### src/sv/brq_pkg.sv
// types and codes shared by the bounded request queue
`timescale 1ns / 1ps
`default_nettype none

package brq_pkg;

  // operation codes of an input word
  typedef enum logic [1:0] {
    OP_ENQ    = 2'd0,
    OP_DEQ    = 2'd1,
    OP_DROP   = 2'd2,
    OP_REMOVE = 2'd3
  } brq_op_e;

  // result status codes
  typedef enum logic [1:0] {
    ST_OK    = 2'd0,
    ST_FULL  = 2'd1,
    ST_EMPTY = 2'd2,
    ST_RANGE = 2'd3
  } brq_status_e;

  // what a result word hands out
  typedef enum logic [1:0] {
    ACT_NONE      = 2'd0,
    ACT_DELIVERED = 2'd1,
    ACT_CLOSED    = 2'd2
  } brq_action_e;

  localparam logic [6:0] CAPACITY_RESET = 7'd64;

  typedef struct packed {
    brq_op_e     opcode;
    logic [15:0] req_fd;
    logic [31:0] req_time;
    logic [5:0]  position;
  } brq_in_t;

  typedef struct packed {
    brq_status_e status;
    brq_action_e action;
    logic [15:0] out_fd;
    logic [31:0] out_time;
    logic [6:0]  occupancy;
  } brq_out_t;

  // one stored request
  typedef struct packed {
    logic [15:0] fd;
    logic [31:0] tstamp;
  } brq_entry_t;

endpackage

`default_nettype wire

### src/sv/bounded_request_queue_with_drops.sv
// bounded request queue held as a ring in one synchronous memory
// result: enqueue and failed steps give their result word in the cycle after acceptance;
//   dequeue, drop-oldest and remove-at-index give it once the registered memory read returns
// throughput: enqueue one word per cycle while results are taken; dequeue and drop-oldest
//   take no new word while the entry read is pending; remove-at-index then compacts the newer
//   entries over the removed one, one memory move per cycle (one read and one write port)
// reset: queue empty, head at slot 0, capacity 64; the memory itself is not cleared
`timescale 1ns / 1ps
`default_nettype none

module bounded_request_queue_with_drops #(
  parameter int unsigned DEPTH = 64
) (
  input  wire logic            clk_i,
  input  wire logic            rst_ni,
  input  wire logic            cfg_we_i,
  input  wire logic [6:0]      cfg_data_i,
  input  wire logic            in_valid_i,
  output logic                 in_ready_o,
  input  wire brq_pkg::brq_in_t  in_data_i,
  output logic                 out_valid_o,
  input  wire logic            out_ready_i,
  output brq_pkg::brq_out_t    out_data_o
);

  localparam int PW = (DEPTH > 1) ? $clog2(DEPTH) : 1;
  localparam int CW = $clog2(DEPTH + 1);
  localparam int XW = (CW > 7) ? CW : 7;

  typedef enum logic [2:0] {
    S_IDLE  = 3'b001,
    S_READ  = 3'b010,
    S_SHIFT = 3'b100
  } state_e;

  // ring successor of a slot
  function automatic logic [PW-1:0] nxt(input logic [PW-1:0] p);
    nxt = (p == PW'(DEPTH - 1)) ? '0 : p + 1'b1;
  endfunction

  state_e                state_q, state_d;
  logic [CW-1:0]         cnt_q, cnt_d;
  logic [PW-1:0]         head_q, head_d;
  logic [6:0]            cap_q;
  logic                  out_valid_q, out_valid_d;
  brq_pkg::brq_out_t     out_data_q, out_data_d;
  brq_pkg::brq_action_e  act_q, act_d;
  logic [5:0]            left_q, left_d;
  logic [PW-1:0]         wr_q, wr_d;
  logic [PW-1:0]         rd_ptr_q;

  logic                  mem_we;
  logic [PW-1:0]         mem_wa;
  logic [PW-1:0]         mem_ra;
  brq_pkg::brq_entry_t   mem_wd;
  brq_pkg::brq_entry_t   mem_rd_q;
  brq_pkg::brq_entry_t   mem_q [DEPTH];

  logic                  accept;
  logic [XW-1:0]         cnt_x, pos_x, cap_x;
  logic                  full;
  logic [PW-1:0]         lslot;
  logic [PW:0]           idx_sum, tail_sum;
  logic [PW-1:0]         idx_phys, tail_phys;

  // handshake
  assign in_ready_o  = (state_q == S_IDLE) && (!out_valid_q || out_ready_i);
  assign accept      = in_valid_i && in_ready_o;
  assign out_valid_o = out_valid_q;
  assign out_data_o  = out_data_q;

  // limit check and slot arithmetic
  assign cnt_x = XW'(cnt_q);
  assign pos_x = XW'(in_data_i.position);
  assign cap_x = XW'(cap_q);
  assign full  = (cnt_x >= cap_x) || (cnt_x >= XW'(DEPTH));

  assign lslot     = PW'(cnt_x - XW'(1) - pos_x);
  assign idx_sum   = (PW+1)'(head_q) + (PW+1)'(lslot);
  assign idx_phys  = (idx_sum >= (PW+1)'(DEPTH)) ? PW'(idx_sum - (PW+1)'(DEPTH))
                                                 : PW'(idx_sum);
  assign tail_sum  = (PW+1)'(head_q) + (PW+1)'(cnt_q);
  assign tail_phys = (tail_sum >= (PW+1)'(DEPTH)) ? PW'(tail_sum - (PW+1)'(DEPTH))
                                                  : PW'(tail_sum);

  // sequencer
  always_comb begin
    state_d     = state_q;
    cnt_d       = cnt_q;
    head_d      = head_q;
    act_d       = act_q;
    left_d      = left_q;
    wr_d        = wr_q;
    out_valid_d = out_valid_q && !out_ready_i;
    out_data_d  = out_data_q;
    mem_we      = 1'b0;
    mem_wa      = wr_q;
    mem_wd      = mem_rd_q;
    mem_ra      = nxt(rd_ptr_q);

    unique case (state_q)
      S_IDLE: begin
        if (accept) begin
          out_data_d = '{status: brq_pkg::ST_OK, action: brq_pkg::ACT_NONE,
                         out_fd: '0, out_time: '0, occupancy: 7'(cnt_q)};
          unique case (in_data_i.opcode) inside
            brq_pkg::OP_ENQ: begin
              out_valid_d = 1'b1;
              if (full) begin
                out_data_d.status = brq_pkg::ST_FULL;
              end else begin
                mem_we               = 1'b1;
                mem_wa               = tail_phys;
                mem_wd               = '{fd: in_data_i.req_fd, tstamp: in_data_i.req_time};
                cnt_d                = cnt_q + 1'b1;
                out_data_d.occupancy = 7'(cnt_q + 1'b1);
              end
            end
            brq_pkg::OP_DEQ, brq_pkg::OP_DROP, brq_pkg::OP_REMOVE: begin
              if (cnt_q == '0) begin
                out_valid_d       = 1'b1;
                out_data_d.status = brq_pkg::ST_EMPTY;
              end else if (in_data_i.opcode == brq_pkg::OP_REMOVE && pos_x >= cnt_x) begin
                out_valid_d       = 1'b1;
                out_data_d.status = brq_pkg::ST_RANGE;
              end else begin
                // fetch the leaving entry, result follows once the read returns
                cnt_d   = cnt_q - 1'b1;
                state_d = S_READ;
                if (in_data_i.opcode == brq_pkg::OP_REMOVE) begin
                  mem_ra = idx_phys;
                  act_d  = brq_pkg::ACT_CLOSED;
                  left_d = in_data_i.position;
                end else begin
                  mem_ra = head_q;
                  head_d = nxt(head_q);
                  act_d  = (in_data_i.opcode == brq_pkg::OP_DEQ) ? brq_pkg::ACT_DELIVERED
                                                                 : brq_pkg::ACT_CLOSED;
                  left_d = '0;
                end
              end
            end
          endcase
        end
      end
      S_READ: begin
        out_valid_d = 1'b1;
        out_data_d  = '{status: brq_pkg::ST_OK, action: act_q, out_fd: mem_rd_q.fd,
                        out_time: mem_rd_q.tstamp, occupancy: 7'(cnt_q)};
        wr_d        = rd_ptr_q;
        state_d     = (left_q == '0) ? S_IDLE : S_SHIFT;
      end
      S_SHIFT: begin
        // move the next newer entry down by one slot
        mem_we = 1'b1;
        wr_d   = nxt(wr_q);
        left_d = left_q - 1'b1;
        if (left_q == 6'd1) begin
          state_d = S_IDLE;
        end
      end
      default: begin
        state_d = S_IDLE;
      end
    endcase
  end

  // control registers
  always_ff @(posedge clk_i or negedge rst_ni) begin
    if (!rst_ni) begin
      state_q     <= S_IDLE;
      cnt_q       <= '0;
      head_q      <= '0;
      cap_q       <= brq_pkg::CAPACITY_RESET;
      out_valid_q <= 1'b0;
      left_q      <= '0;
    end else begin
      state_q     <= state_d;
      cnt_q       <= cnt_d;
      head_q      <= head_d;
      out_valid_q <= out_valid_d;
      left_q      <= left_d;
      if (cfg_we_i) begin
        cap_q <= cfg_data_i;
      end
    end
  end

  // payload registers
  always_ff @(posedge clk_i) begin
    out_data_q <= out_data_d;
    act_q      <= act_d;
    wr_q       <= wr_d;
    rd_ptr_q   <= mem_ra;
  end

  // entry memory, registered read
  always_ff @(posedge clk_i) begin
    if (mem_we) begin
      mem_q[mem_wa] <= mem_wd;
    end
    mem_rd_q <= mem_q[mem_ra];
  end

  // checks
  a_cnt_bound: assert property (@(posedge clk_i) disable iff (!rst_ni)
    (XW'(cnt_q) <= XW'(DEPTH)))
    else $error("entry count beyond depth");

  a_read_gives_word: assert property (@(posedge clk_i) disable iff (!rst_ni)
    (state_q == S_READ) |=> out_valid_q)
    else $error("no result word after entry read");

  a_shift_has_work: assert property (@(posedge clk_i) disable iff (!rst_ni)
    (state_q == S_SHIFT) |-> (left_q != '0))
    else $error("compaction running with nothing left to move");

  a_enq_counts: assert property (@(posedge clk_i) disable iff (!rst_ni)
    (accept && in_data_i.opcode == brq_pkg::OP_ENQ && !full)
      |=> (cnt_q == $past(cnt_q) + 1'b1))
    else $error("enqueue did not grow the queue");

endmodule

`default_nettype wire

### config.mk
export PLATFORM = sky130hd
export DESIGN_NAME = bounded_request_queue_with_drops
export DESIGN_NICKNAME = d
export VERILOG_FILES = /design/src/sv/brq_pkg.sv /design/src/sv/bounded_request_queue_with_drops.sv
export SDC_FILE = /design/constraint.sdc
export NUM_CORES = 2
export LEC_CHECK = 0
export BUFFER_PORTS_ARGS = -buffer_cell sky130_fd_sc_hd__buf_2
export CAP_MARGIN = 10
export CELL_PAD_IN_SITES_DETAIL_PLACEMENT = 0
export CELL_PAD_IN_SITES_GLOBAL_PLACEMENT = 2
export CORE_MARGIN = 5
export CORE_UTILIZATION = 44
export CTS_CLUSTER_SIZE = 14
export DETAILED_ROUTE_END_ITERATION = 16
export PLACE_DENSITY = 0.89
export SLEW_MARGIN = 15
export SYNTH_ARGS = -nofsm -noshare
export SYNTH_HDL_FRONTEND = slang
export SYNTH_SLANG_ARGS = --single-unit
export TNS_END_PERCENT = 20
### constraint.sdc
create_clock -name clk_i -period 9.5 [get_ports clk_i]
set_clock_uncertainty 0.05 [all_clocks]
set_input_delay 2.85 -clock clk_i [delete_from_list [all_inputs] [get_ports clk_i]]
set_output_delay 2.85 -clock clk_i [all_outputs]
set_load 0.02 [all_outputs]
# ---- Word-level counts from Yosys, hierarchy flattened
# Memory sizes are Yosys's and may differ from the RTL's. A register that Yosys moved wholly into a read port is not among the register bits.
# Cells that the tools add are included.
dict set report totals {
  regBits 103
  ram_bits 3072
  input_bits 68
  output_inout_bits 61
  elab_cells 128
  mem_count 1
}
dict set report op_classes {
  add_sub_neg 11
  n_lt_le_gt_ge 5
  eq_ne 17
  mux 56
  bitwise_logic 3
  n_reduce_logical 21
}
# memory words word_bits rd rd_ports_with_merged_regs write_ports line_no
set memory_table {}
lappend memory_table {mem_q 64 48 1 1 1 bounded_request_queue_with_drops.sv:57} ;# brq_pkg::brq_entry_t mem_q [DEPTH];
# cell n
set ops {}
lappend ops {{$mux 48} 4}
lappend ops {{$mux 6} 20}
lappend ops {{$pmux 59 s2} 1}
lappend ops {{$mux 59} 1}
lappend ops {{$mux 7} 4}
lappend ops {{$pmux 6 s2} 2}
lappend ops {{$ge 7x7->1 const B} 3}
lappend ops {{$add 6x1->6 const B} 3}
lappend ops {{$eq 6x6->1 const B} 3}
lappend ops {{$mux 3} 6}
lappend ops {{$sub 6x1->6 const B} 3}
lappend ops {{$reduce_and 5->1} 3}
lappend ops {{$pmux 7 s2} 1}
lappend ops {{$ne 2x2->1 const B} 6}
lappend ops {{$mux 1} 9}
lappend ops {{$pmux 3 s3} 1}
lappend ops {{$add 6x6->7} 1}
lappend ops {{$add 6x7->7} 1}
lappend ops {{$add 7x1->7 const B} 1}
lappend ops {{$ge 6x7->1} 1}
lappend ops {{$ge 7x7->1} 1}
lappend ops {{$logic_not 7->1} 1}
lappend ops {{$sub 7x1->7 const B} 1}
lappend ops {{$eq 6x1->1 const B} 1}
lappend ops {{21 further kinds} 35}

# ---- Logic depth before layout (Yosys ltp)
dict set report depth {
  depth_word 11
  ltp_mapped 20
}

# ---- Worst setup path before layout
# OpenSTA, ideal clock, no wires.
dict set report synth_timing {
  path_type {input to register}
  from {input in_data_i[54] in the netlist's numbering}
  to {memory mem_q[38][0] in the netlist's numbering, enable pin}
  setup_time_ns 0.513
  t_arrival_ns 7.993
  t_required_ns 8.937
  setup_slack_ns 0.944
  stages 7
  cell_sequence {or2_2 or3_1 a21oi_1 clkbuf_1 mux2i_1 clkbuf_1 nor3_1}
}
dict set report synth_between {
  elab_chain_cells 6
  word_cells_on_any_way 9
}
# element line_no
set synth_rtl {}
lappend synth_rtl {{from (decl)} bounded_request_queue_with_drops.sv:20} ;# input wire brq_pkg::brq_in_t in_data_i,
lappend synth_rtl {{$logic_not 2->1 (no line) *} --}
lappend synth_rtl {{$mux 1} bounded_request_queue_with_drops.sv:106} ;# unique case (in_data_i.opcode) inside
lappend synth_rtl {{$mux 1} bounded_request_queue_with_drops.sv:103} ;# if (accept) begin
lappend synth_rtl {{$pmux 1 s2} bounded_request_queue_with_drops.sv:101} ;# unique case (state_q)
lappend synth_rtl {{$mux 1} bounded_request_queue_with_drops.sv:199} ;# if (mem_we) begin
lappend synth_rtl {{$mux 1 (implied by the code)} bounded_request_queue_with_drops.sv:200} ;# mem_q[mem_wa] <= mem_wd;
lappend synth_rtl {{to (decl)} bounded_request_queue_with_drops.sv:57}
# Every way passes the cells marked *; elsewhere a longest branch is shown, timed or not.

# ---- Worst setup path in the final report
dict set report layout_timing {
  from {input in_data_i[0] in the netlist's numbering}
  to {register, netlist name mem_rd_q[6]}
}
dict set report layout_between {
  elab_chain_cells 10
  word_cells_on_any_way 13
}
# element line_no
set layout_rtl {}
lappend layout_rtl {{$sub 6x6->6} bounded_request_queue_with_drops.sv:78} ;# assign lslot = PW'(cnt_x - XW'(1) - pos_x);
lappend layout_rtl {{$add 6x6->7} bounded_request_queue_with_drops.sv:79} ;# assign idx_sum = (PW+1)'(head_q) + (PW+1)'(lslot);
lappend layout_rtl {{$sub 6x1->6 / $ge 7x7->1 (equally long branches)} bounded_request_queue_with_drops.sv:80} ;# assign idx_phys = (idx_sum >= (PW+1)'(DEPTH)) ? PW'(idx_sum - (PW+1)'(DEPTH))
lappend layout_rtl {{$mux 6} bounded_request_queue_with_drops.sv:80}
lappend layout_rtl {{$mux 6} bounded_request_queue_with_drops.sv:130} ;# if (in_data_i.opcode == brq_pkg::OP_REMOVE) begin
lappend layout_rtl {{$mux 6 *} bounded_request_queue_with_drops.sv:123} ;# end else if (in_data_i.opcode == brq_pkg::OP_REMOVE && pos_x >= cnt_x) begin
lappend layout_rtl {{$mux 6 *} bounded_request_queue_with_drops.sv:120} ;# if (cnt_q == '0) begin
lappend layout_rtl {{$mux 6 *} bounded_request_queue_with_drops.sv:106}
lappend layout_rtl {{$mux 6 *} bounded_request_queue_with_drops.sv:103}
lappend layout_rtl {{$mux 6 *} bounded_request_queue_with_drops.sv:101}
# Marks and branches as above.
# A chain may end at the register's enable or synchronous reset.

==> results_dict.tcl <==
set metrics [dict create \
    clk_pin_slew_ns 0.06 \
    crit_arrival_ns 8.58 \
    drv_cap 0 \
    crit_chain "buf_2, inv_1, ha_1, nand2b_1, a2111oi_0, o21ai_1, a21o_4, buf_12, buf_4, buf_4, a21oi_1, o211ai_1, a41oi_1, nor4_1, nand4_1" \
    cts_max_path_buffers 4 \
    synth_top_cell_by_area "edfxtp_1" \
    path_buf_inv 5 \
    relSlewSlack 0.0437 \
    cts_buffers 334 \
    cts_root_buffer "clkbuf_16" \
    die_area_um2 341000 \
    hp-start "cap_q[0]" \
    htree_levels 5 \
    setup_viol 0 \
    drive_gt1_frac 0.0873 \
    syn_inst 12700 \
    cts_tree "built" \
    gp_congestion 0.856 \
    dp.cells 16500 \
    synth_top_family_by_area "compound AO/OA/AOI/OAI gates" \
    portBuffers 128 \
    rsz0062_at_grt "false" \
    fin_tns_setup_ns 0 \
    muxShareOfSynthArea 0.0154 \
    ys_top_cells_by_area "edfxtp_1 (65%), nand2_1 (8.0%), a21oi_1 (5.4%), nand2b_1 (3.3%), a211oi_1 (3.0%)" \
    synth_most_common_cell "edfxtp_1" \
    timing.critical_path.required_ns 10.17 \
    synth-compound-area-share 0.144 \
    post_drt_wl_per_cell_um 28.1 \
    num_rows 210 \
    start_util 0.442 \
    synthArstFlopShare 0.00931 \
    pin_count 129 \
    wirelength_mm 482 \
    final-max-slew-violation-count 0 \
    cpPeakStageDelay_ns 1.17 \
    yosysUniqueCellTypes 75 \
    clock.fmax_ghz 0.126 \
    drtIter0Drc 14700 \
    status "finished clean" \
    synth-edff-count 3139 \
    cp_max_fo 110 \
    slowest_stage "nor4_1" \
    drt-pass1-iter-count 7 \
    critPathCaptureType "flip-flop" \
    cts_hold_buf 0 \
    crit_path_start_kind "input port" \
    avgViaCountPerCell 6.25 \
    setup.worst_path.end "mem_rd_q[6]" \
    final_cells 17100 \
    min_delay_path_depth 1 \
    cts_sinks 3223 \
    grt_max_degree 219 \
    worst_slew_pin_slew_ns 1.42 \
    stdcell_area_um2 162000 \
    r2r-start "cnt_q[1]" \
    synth-seq-area-share 0.662 \
    synth-simple-area-share 0.136 \
    drtAntennaViolNets 0 \
    grt-busiest-layer "met2" \
    final_nets 12600 \
    ir_drop_mv 0.522 \
    crit_top_cell "buf_4" \
    min_period_ns 7.91 \
    postCtsSetupRepairBufs 0 \
    grt_pass1_vias 103000 \
    met1_usage 0.377 \
    synthAdderAreaFrac 0.00343 \
    timing.hold.worst.class "reg -> reg" \
    grtUsageMet3 0.0442 \
    grtUsageTotal 0.272 \
    min_period_over_period 0.832 \
    clk_latency_ns 0.95 \
    yosys_warnings 0 \
    chipHeight_um 584 \
    vias 107000 \
    rrSetupSlack_ns 2.75 \
    crit_cells 15 \
    synth_top_area_frac 0.650 \
    grt_overflow 0 \
    cpLargestDelayFamily "buffers and inverters" \
    power.leakage_nw 53.9 \
    cts_resized 0 \
    synthFlopType "edfxtp_1" \
    grt_pass1_wl_mm 696 \
    synth.cells.most_frequent "edfxtp_1 (3139), nand2_1 (3073), a21oi_1 (1553)" \
    final_core_util 0.495 \
    rr_endpoint "mem_rd_q[6]" \
    syn2layout_area_growth_pct 11.8 \
    post-dp-hpwl_mm 249 \
    hold_viol_final 0 \
    setup.worst_path.start "in_data_i[0]" \
    placed_cell_area_um2 152000 \
    drc 0 \
    core_area_um2 328000 \
    syn_nets 12800 \
    grt_antenna_before_repair 20 \
    synthXorXnorAreaFrac 0.00209 \
    ff2ff_path_depth 14 \
    gr-usage-met2 0.439 \
    p_per_area_nw_per_um2 361 \
    path_class "in -> reg" \
    die_x_um 584 \
    synth.avg_cell_area_um2 11.4 \
    synth_area_um2 145000 \
    ys_seq_elements 3223 \
]
## worst min path at each step
stage | endpoint | slack, ns
finish | cap_q[0] | 0.47
global placement | left_q[5] | 0.45
floorplan | cap_q[6] | 0.43
global route | cap_q[0] | 0.48
detailed placement | left_q[5] | 0.46
CTS | left_q[5] | 0.48
## state kept, by name (all words and copies together), names as in the netlist
name,count
act_q,2
cap_q,7
cnt_q,7
head_q,6
left_q,6
mem_q,3072
mem_rd_q,48
out_data_o,59
out_valid_o,1
rd_ptr_q,6
state_q,3
wr_q,6
## logic make-up after synthesis
logic type	Yosys count
AND/OR/NAND/NOR	4455
AO/OA/AOI/OAI	3426
flip-flops	3223
buffers and inverters	1319
multiplexers	220
adder cells (fa/ha/maj)	38
XOR/XNOR	33
## cell type report
cell class	count	area, um2
antenna	7	17.5
clock buffer	429	8940
clock inverter	175	1570
fill	28200	166000
inverter	319	1220
multi-input combinational	8172	44600
sequential	3223	96100
tap	4346	5440
timing repair buffer	462	4290
## layout by cell type, fill, tap and decap left out, drive strengths merged, types with 5 or more instances in the layout
cell      synthesis  layout
and2             10      10
nor2b             8       8
dfrtp            28      28
o21ai           604     604
edfxtp         3139    3139
clkbuf          719     429
nor2             39      39
dfxtp            54      54
nor4             52      52
mux2i           208     208
a21o             13      13
a211oi          575     575
and3             55      55
mux2             12      12
o211ai          196     196
diode             0       7
buf             281     462
xnor2            25      25
clkinv            0     132
nand4           151     151
a21oi          1554    1554
nor3             75      75
o31ai             5       5
nand2b          772     772
a2111oi         100     100
a32oi            97      97
ha               35      35
nand3           209     209
a31oi            18      18
a22oi            47      47
nand2          3073    3073
clkinvlp          0       8
bufinv            0      22
a41oi           189     189
xor2              7       7
inv             319     332
## through the flow
stage               total power [mW]  worst slack, ns  hold WS [ns]
detailed placement              45.3            0.819         0.465
finish                          58.5             1.59         0.474
CTS                             58.1             1.80         0.477
global route                    61.0             1.49         0.481
floorplan                       35.3            0.944         0.428
global placement                44.6            0.667         0.454
## report_power, final
group	leakage, nW	switching, mW	internal [mW]
logic	19.5	19.3	7.61
registers	29.2	0.475	18.2
clock network	5.15	5.60	7.27
## layer usage
layer  wire length (um)  up-vias
met5                 27        -
met4              18400        4
met3              47500     1046
met2             223000     6069
met1             193000    53800
li1                   -    46200
Note: power is estimated with default switching activity, not from simulation.
